[src/rtl/nbtrie_pkg.sv]
`timescale 1ns / 1ps
`default_nettype none
package nbtrie_pkg;

    localparam int NodeDepthDefault = 16384;
    // widest node address over the allowed depth range
    localparam int MemAddrMaxW = 15;
    localparam int LeafBit = 15;
    localparam logic [3:0] CountMax = 4'hF;

    typedef enum logic [1:0] {
        ST_NEED   = 2'd0,
        ST_FOLDED = 2'd1,
        ST_NOFOLD = 2'd2
    } t_status;

    typedef enum logic {
        KIND_WRITE  = 1'b0,
        KIND_LOOKUP = 1'b1
    } t_kind;

    localparam logic [1:0] MODE_8  = 2'd0;
    localparam logic [1:0] MODE_16 = 2'd1;

    typedef enum logic {
        S_IDLE,
        S_WALK
    } t_state;

    typedef struct packed {
        logic                   wr_en;
        logic [MemAddrMaxW-1:0] wr_addr;
        logic [15:0]            wr_data;
        logic                   rd_en;
        logic [MemAddrMaxW-1:0] rd_addr;
    } t_mem_req;

    function automatic logic [3:0] nibble_of(input logic [31:0] unit, input logic [2:0] idx);
        logic [3:0] nib;
        nib = unit[{idx, 2'b00} +: 4];
        return nib;
    endfunction

endpackage
`default_nettype wire

[src/rtl/nbtrie_walk.sv]
`timescale 1ns / 1ps
`default_nettype none
module nbtrie_walk #(
    parameter int NODE_DEPTH = nbtrie_pkg::NodeDepthDefault
) (
    input  wire                   i_clk,
    input  wire                   i_rst_n,
    input  wire                   start,
    output logic                  busy,
    input  wire                   i_kind,
    input  wire  [13:0]           i_node_addr,
    input  wire  [15:0]           i_node_word,
    input  wire  [31:0]           i_code_unit,
    input  wire                   i_start_req,
    input  wire                   i_cfg_we,
    input  wire  [1:0]            i_cfg_wdata,
    output nbtrie_pkg::t_mem_req  o_mem_req,
    input  wire  [15:0]           i_mem_rdata,
    output logic                  o_valid,
    output logic [1:0]            o_status,
    output logic [14:0]           o_leaf_index,
    output logic [3:0]            o_units_consumed
);

    localparam int MaxW = nbtrie_pkg::MemAddrMaxW;

    nbtrie_pkg::t_state  r_state, n_state;
    logic [1:0]          r_mode;
    logic [14:0]         r_base, n_base;
    logic [3:0]          r_count, n_count;
    logic                r_active, n_active;
    logic [31:0]         r_unit, n_unit;
    logic [2:0]          r_idx, n_idx;
    logic                r_rd_ok, n_rd_ok;
    logic                r_valid, n_valid;
    nbtrie_pkg::t_status r_status, n_status;
    logic [14:0]         r_leaf, n_leaf;
    logic [3:0]          r_units, n_units;

    logic [31:0] unit_m;
    logic [2:0]  top_idx;
    logic        trail;
    logic [15:0] node;
    logic [3:0]  count_inc;
    logic        rd_go;
    logic [15:0] rd_base;
    logic [3:0]  rd_nib;
    logic [16:0] rd_sum;
    logic [2:0]  next_idx;

    always_comb begin
        case (r_mode)
            nbtrie_pkg::MODE_8: begin
                unit_m  = {24'd0, i_code_unit[7:0]};
                top_idx = 3'd1;
            end
            nbtrie_pkg::MODE_16: begin
                unit_m  = {16'd0, i_code_unit[15:0]};
                top_idx = 3'd3;
            end
            default: begin
                unit_m  = i_code_unit;
                top_idx = 3'd7;
            end
        endcase
    end

    // continuation byte or low surrogate at the head of a lookup
    assign trail = (r_mode == nbtrie_pkg::MODE_8 && unit_m[7:6] == 2'b10) ||
                   (r_mode == nbtrie_pkg::MODE_16 && unit_m[15:10] == 6'b110111);

    assign node      = r_rd_ok ? i_mem_rdata : 16'd0;
    assign count_inc = (r_count == nbtrie_pkg::CountMax) ? r_count : r_count + 4'd1;
    assign next_idx  = r_idx - 3'd1;
    assign rd_sum    = 17'(rd_base) + 17'(rd_nib);

    always_comb begin
        n_state  = r_state;
        n_base   = r_base;
        n_count  = r_count;
        n_active = r_active;
        n_unit   = r_unit;
        n_idx    = r_idx;
        n_valid  = 1'b0;
        n_status = nbtrie_pkg::ST_NOFOLD;
        n_leaf   = 15'd0;
        n_units  = 4'd0;
        rd_go    = 1'b0;
        rd_base  = 16'd0;
        rd_nib   = 4'd0;
        o_mem_req         = '0;
        o_mem_req.wr_addr = MaxW'(i_node_addr);
        o_mem_req.wr_data = i_node_word;
        case (r_state)
            nbtrie_pkg::S_IDLE: begin
                if (start) begin
                    if (i_kind == nbtrie_pkg::KIND_WRITE) begin
                        o_mem_req.wr_en = (17'(i_node_addr) < 17'(NODE_DEPTH));
                    end else if (i_start_req) begin
                        n_base   = 15'd0;
                        n_count  = 4'd0;
                        n_active = 1'b1;
                        if (trail) begin
                            n_active = 1'b0;
                            n_valid  = 1'b1;
                        end else begin
                            rd_go   = 1'b1;
                            rd_base = 16'd0;
                        end
                    end else if (r_active) begin
                        if (unit_m == 32'd0) begin
                            n_active = 1'b0;
                            n_valid  = 1'b1;
                        end else begin
                            rd_go   = 1'b1;
                            rd_base = {1'b0, r_base};
                        end
                    end
                    if (rd_go) begin
                        rd_nib  = nbtrie_pkg::nibble_of(unit_m, top_idx);
                        n_unit  = unit_m;
                        n_idx   = top_idx;
                        n_state = nbtrie_pkg::S_WALK;
                    end
                end
            end
            nbtrie_pkg::S_WALK: begin
                if (node == 16'd0) begin
                    n_active = 1'b0;
                    n_valid  = 1'b1;
                    n_state  = nbtrie_pkg::S_IDLE;
                end else if (r_idx == 3'd0) begin
                    n_count = count_inc;
                    n_valid = 1'b1;
                    n_state = nbtrie_pkg::S_IDLE;
                    if (node[nbtrie_pkg::LeafBit]) begin
                        n_active = 1'b0;
                        n_status = nbtrie_pkg::ST_FOLDED;
                        n_leaf   = node[14:0];
                        n_units  = count_inc;
                    end else begin
                        n_base   = node[14:0];
                        n_status = nbtrie_pkg::ST_NEED;
                    end
                end else begin
                    // leaf flag inside a unit is just an address, out of range
                    rd_go   = 1'b1;
                    rd_base = node;
                    rd_nib  = nbtrie_pkg::nibble_of(r_unit, next_idx);
                    n_idx   = next_idx;
                end
            end
            default: begin
                n_state = nbtrie_pkg::S_IDLE;
            end
        endcase
        o_mem_req.rd_en   = rd_go;
        o_mem_req.rd_addr = rd_sum[MaxW-1:0];
        n_rd_ok           = rd_go ? (rd_sum < 17'(NODE_DEPTH)) : r_rd_ok;
    end

    always_ff @(posedge i_clk) begin
        if (!i_rst_n) begin
            r_state  <= nbtrie_pkg::S_IDLE;
            r_mode   <= nbtrie_pkg::MODE_8;
            r_base   <= 15'd0;
            r_count  <= 4'd0;
            r_active <= 1'b0;
            r_valid  <= 1'b0;
        end else begin
            r_state  <= n_state;
            if (i_cfg_we) begin
                r_mode <= i_cfg_wdata;
            end
            r_base   <= n_base;
            r_count  <= n_count;
            r_active <= n_active;
            r_valid  <= n_valid;
        end
    end

    always_ff @(posedge i_clk) begin
        r_unit   <= n_unit;
        r_idx    <= n_idx;
        r_rd_ok  <= n_rd_ok;
        r_status <= n_status;
        r_leaf   <= n_leaf;
        r_units  <= n_units;
    end

    assign busy             = (r_state != nbtrie_pkg::S_IDLE);
    assign o_valid          = r_valid;
    assign o_status         = r_status;
    assign o_leaf_index     = r_leaf;
    assign o_units_consumed = r_units;

`ifndef SYNTHESIS
    a_wr_only_idle: assert property (@(posedge i_clk) disable iff (!i_rst_n)
        o_mem_req.wr_en |-> r_state == nbtrie_pkg::S_IDLE)
        else $error("node write during a walk");

    a_rd_when_walking: assert property (@(posedge i_clk) disable iff (!i_rst_n)
        o_mem_req.rd_en |-> (r_state == nbtrie_pkg::S_WALK) || (start && !busy))
        else $error("node read with no lookup in progress");

    a_folded_count: assert property (@(posedge i_clk) disable iff (!i_rst_n)
        o_valid && o_status == nbtrie_pkg::ST_FOLDED |-> o_units_consumed != 4'd0)
        else $error("folded result with zero units");

    a_plain_zero: assert property (@(posedge i_clk) disable iff (!i_rst_n)
        o_valid && o_status != nbtrie_pkg::ST_FOLDED |->
            o_leaf_index == 15'd0 && o_units_consumed == 4'd0)
        else $error("non-folded result carries leaf data");

    a_end_clears_active: assert property (@(posedge i_clk) disable iff (!i_rst_n)
        o_valid && o_status != nbtrie_pkg::ST_NEED |-> !r_active)
        else $error("lookup still active after it ended");

    a_walk_result: assert property (@(posedge i_clk) disable iff (!i_rst_n)
        r_state == nbtrie_pkg::S_WALK && r_idx == 3'd0 |=>
            o_valid && r_state == nbtrie_pkg::S_IDLE)
        else $error("last nibble gave no result");
`endif

endmodule
`default_nettype wire

[config.mk]
export PLATFORM = sky130hd
export DESIGN_NAME = nbtrie_walk
export DESIGN_NICKNAME = d
export VERILOG_FILES = /design/src/rtl/nbtrie_pkg.sv /design/src/rtl/nbtrie_walk.sv
export SDC_FILE = /design/constraint.sdc
export NUM_CORES = 1
export LEC_CHECK = 0
export ABC_AREA = 0
export BUFFER_PORTS_ARGS = -buffer_cell sky130_fd_sc_hd__buf_4
export CAP_MARGIN = 20
export CORE_UTILIZATION = 51
export CTS_CLUSTER_DIAMETER = 40
export DETAILED_ROUTE_END_ITERATION = 10
export PLACE_DENSITY = 0.86
export RECOVER_POWER = 50
export SYNTH_ARGS = -nofsm -noshare
export SYNTH_HDL_FRONTEND = slang
export SYNTH_SLANG_ARGS = --single-unit
[constraint.sdc]
create_clock -name i_clk -period 5.95 [get_ports i_clk]
set_input_delay 0.8925 -clock i_clk [delete_from_list [all_inputs] [get_ports i_clk]]
set_output_delay 0.8925 -clock i_clk [all_outputs]
set_load 0.02 [all_outputs]
==> impl_metrics.toml <==
[finish]
antenna_cells_inserted = 0
num-nets-final = 609
areaGrowthSynthToFinish_pct = 14.34
drive_above_1_share = 0.2096
layout.cells.most_common = "sky130_fd_sc_hd__buf_4"
final_util = 0.6165
layout_common_cells = "sky130_fd_sc_hd__buf_4 (69), sky130_fd_sc_hd__dfxtp_1 (45), sky130_fd_sc_hd__nand2_1 (37), sky130_fd_sc_hd__edfxtp_1 (36), sky130_fd_sc_hd__clkbuf_1 (32)"
number_of_filler_instances_in_the_final_layout = 735

[cts]
tritoncts = "yes"
clock_network_latency_to_the_later_pin_of_the_worst_skew_pair_ns = 0.35
number_of_buffers_added_for_setup_after_cts = 0
cts_sinks = 81
clock_tree.htree_level_count = 3
tritoncts.num_buffers = 9
cts_root_buffer = "sky130_fd_sc_hd__clkbuf_8"
cts_hold_buf = 0
post_cts_resized = 0
maximum_clock_path_buffer_count = 2
cts.reportedPaths.clkPinSlew_ns = 0.09

[global_routing]
grt_first_pass_wirelength_mm = 16.75
grt_antenna_before_repair = 0
gr-usage-all-layers = 0.2391
grt_start_max_net_pins = 33
grt_pass1_vias = 3484
grt-ovfl-total = 0

[setup_path]
worst_path_most_repeated_cell = "sky130_fd_sc_hd__buf_4"
worst_setup_path_end_kind = "primary output"
worstSetupStartpointType = "primary input"
critical_path.cell_chain = "buf_4, nor4_1, a21boi_1, o32ai_2, nor2b_1, o211ai_2, o22ai_1, ha_1, o21a_1, a21oi_1, or4_4, o22ai_4, o2111ai_1, or3_1, nand3_1, buf_4"
r2r-start = "r_idx[0]$_SDFFCE_PN1P_"
critical_path_required_ns = 5.06
slowest_delay_ns = 0.53
critical_path.max_fanout = 9
cp_slowest_cell = "sky130_fd_sc_hd__or4_4"
crit_arrival_ns = 4.71
r2r-end = "r_rd_ok$_DFFE_PP_"
reg2reg_setup_slack_ns = 2.16
criticalPathCategory = "primary input to primary output"
reg2reg_depth = 14

[timing]
fmax_mhz = 178.5
fin_worst_skew_ns = 0.01189
setup-violations-final = 0
relative_max_transition_margin = 0.2955
worst_slew_pin_slew_ns = 1.056
fin_setup_tns_ns = 0
finalCriticalPeriod_ns = 5.603
maxSlewViolCount = 0
layout_worst_path_cycle_share = 0.9417
unrepaired_setup_endpoints_after_global_routing = "no"
hold_violations = 0

[hold_path]
hp-class = "register to register"
timing.hold.worst.start = "r_base[2]$_SDFFE_PN0P_"
whs_endpoint = "r_base[2]$_SDFFE_PN0P_"
hold-path-cell-count = 2

[yosys]
synth-main-ff-cell = "sky130_fd_sc_hd__dfxtp_1"
synth_cell_type_count = 61
combined_area_of_all_synthesized_cells_um2 = 4519
ys_seq_area_frac = 0.4385
postSynthNetCount = 547
synth-edff-count = 36
avgSynthCellArea_um2 = 9.976
synth.ff_latch_count = 81
syn_inst = 453
synthArstFlopShare = 0
synthesis_warnings = 0

[flow_run]
maxCapViolations = 0

[power_and_ir_drop]
p_leak_nw = 1.954
irDropWorstVdd_uv = 116.8
power_density_nw_per_um2 = 219.5

[die]
io-pin-count = 157
initial_core_util = 0.5392
fp-row-count = 33
die_area_um2 = 9242
die-width_um = 96.14
core_area_um2 = 8382
die_height_um = 96.14

[drt]
drc = 0
drt_pass_1_iters = 5
postRouteWirelength_mm = 10.89
route.detailed.wl_per_inst_um = 17.43
avgViaCountPerCell = 6.008
detailedRoute.firstIterationViolations = 245
final_antenna_net_count = 0
num_vias = 3755

[placement]
routability_congestion_estimate = 0.9381
portBuffers = 95
place.detailed.hpwl_mm = 7.910

[status]
run_status = "complete, no violations"
[worst max-delay path: cells and delay by family]
family | cells | cell delay (ns)
simple gates | 5 | 1.50
fa+ha+maj | 1 | 0.37
compound gates | 8 | 1.67
buf+inv | 2 | 0.26
[cells in the mapped netlist, types with 2 or more instances]
cell type / n / area, um2
sky130_fd_sc_hd__nand3_1: 23 / 115.1
sky130_fd_sc_hd__nand2b_1: 2 / 12.51
sky130_fd_sc_hd__nor4_1: 12 / 75.07
sky130_fd_sc_hd__or3_1: 2 / 12.51
sky130_fd_sc_hd__nor2_1: 23 / 86.33
sky130_fd_sc_hd__nand4_1: 7 / 43.79
sky130_fd_sc_hd__and3_1: 4 / 25.02
sky130_fd_sc_hd__dfxtp_1: 45 / 900.9
sky130_fd_sc_hd__a31oi_1: 9 / 56.30
sky130_fd_sc_hd__nor2b_1: 14 / 87.58
sky130_fd_sc_hd__a21boi_0: 13 / 97.59
sky130_fd_sc_hd__ha_1: 7 / 87.58
sky130_fd_sc_hd__o21ai_0: 11 / 55.05
sky130_fd_sc_hd__a211oi_1: 2 / 15.01
sky130_fd_sc_hd__mux2_2: 3 / 33.78
sky130_fd_sc_hd__and2_1: 34 / 212.7
sky130_fd_sc_hd__nor3b_1: 2 / 15.01
sky130_fd_sc_hd__inv_1: 8 / 30.03
sky130_fd_sc_hd__edfxtp_1: 36 / 1081
sky130_fd_sc_hd__nor3_1: 4 / 20.02
sky130_fd_sc_hd__a22oi_1: 4 / 30.03
sky130_fd_sc_hd__nand3b_1: 4 / 30.03
sky130_fd_sc_hd__o22ai_1: 6 / 37.54
sky130_fd_sc_hd__a21boi_1: 5 / 37.54
sky130_fd_sc_hd__buf_6: 2 / 22.52
sky130_fd_sc_hd__buf_4: 36 / 270.3
sky130_fd_sc_hd__xnor2_1: 5 / 43.79
sky130_fd_sc_hd__a22o_1: 7 / 61.31
sky130_fd_sc_hd__a21o_1: 4 / 30.03
sky130_fd_sc_hd__nand2_1: 37 / 138.9
sky130_fd_sc_hd__a21oi_1: 16 / 80.08
sky130_fd_sc_hd__a32oi_1: 5 / 43.79
sky130_fd_sc_hd__xor2_1: 4 / 35.03
sky130_fd_sc_hd__mux2i_1: 11 / 110.1
sky130_fd_sc_hd__o2111ai_1: 2 / 17.52
sky130_fd_sc_hd__clkbuf_1: 10 / 37.54
sky130_fd_sc_hd__buf_2: 3 / 15.01
sky130_fd_sc_hd__mux4_2: 8 / 180.2
[registers in the layout, indices dropped and copies added, names as in the netlist, 2 cells and up]
signal            cells
r_mode                2
r_unit               32
o_status              2
r_base               15
r_idx                 3
r_count               4
o_units_consumed      4
o_leaf_index         15
[layout make-up]
| type | instances | area [um2] | share of cell area |
|---|---|---|---|
| clock inverter | 7 | 68.82 | 0.01332 |
| timing repair buffer | 103 | 673.1 | 0.1303 |
| sequential | 81 | 1982 | 0.3835 |
| tap | 105 | 131.4 | 0.02542 |
| clock buffer | 9 | 123.9 | 0.02397 |
| inverter | 8 | 30.03 | 0.005811 |
| multi-input combinational | 312 | 2158 | 0.4177 |
[worst max-delay path by stage]
stage                          startpoint            end  slack, ns  cells past startpoint
after floorplan            i_code_unit[0]  o_mem_req[13]       0.52                     14
after global placement     i_code_unit[0]  o_mem_req[13]       0.54                     16
after detailed placement  i_code_unit[12]  o_mem_req[13]       0.40                     16
after CTS                 i_code_unit[12]  o_mem_req[13]       0.39                     16
after global routing       i_code_unit[8]  o_mem_req[13]       0.07                     16
final                     i_code_unit[12]  o_mem_req[13]       0.35                     16
[per-layer routing]
metal	up-vias	global-route usage	wire, um
li1	1754	-	-
met1	1768	0.3116	4616
met2	198	0.3806	5015
met3	35	0.05450	979
met4	0	0.1007	282
met5	-	0	0
[cells by family (layout without fill, tap and decap cells)]
kind of cell	count (synthesis)	in the layout	share of synthesized area
AND/OR/NAND/NOR	177	177	0.2121
XOR/XNOR	9	9	0.01744
multiplexers	22	22	0.07171
adder cells (fa/ha/maj)	8	8	0.02381
flip-flops	81	81	0.4385
buffers and inverters	60	127	0.08389
other	1	1	0.0008298
AO/OA/AOI/OAI	95	95	0.1517
[power by group]
part           leakage [nW]  switching (W)  total [W]  internal [W]
combinational          1.18      0.0000774   0.000141     0.0000633
clock                0.0932       0.000199   0.000392      0.000193
sequential            0.686     0.00000879   0.000602      0.000593
total                  1.95       0.000285    0.00113      0.000849
[stage by stage]
stage,hold WS [ns],power (W),setup WS [ns],area (um2),instances
after floorplan,0.4305,0.0007175,0.5244,4519,453
after global placement,0.4367,0.0007504,0.5374,5067,608
after detailed placement,0.4499,0.0007548,0.3974,5067,608
after CTS,0.4641,0.001140,0.3878,5260,624
after global routing,0.4815,0.001177,0.07203,5167,625
final,0.4619,0.001134,0.3472,5167,625
Note: power is estimated with default switching activity, not from simulation.
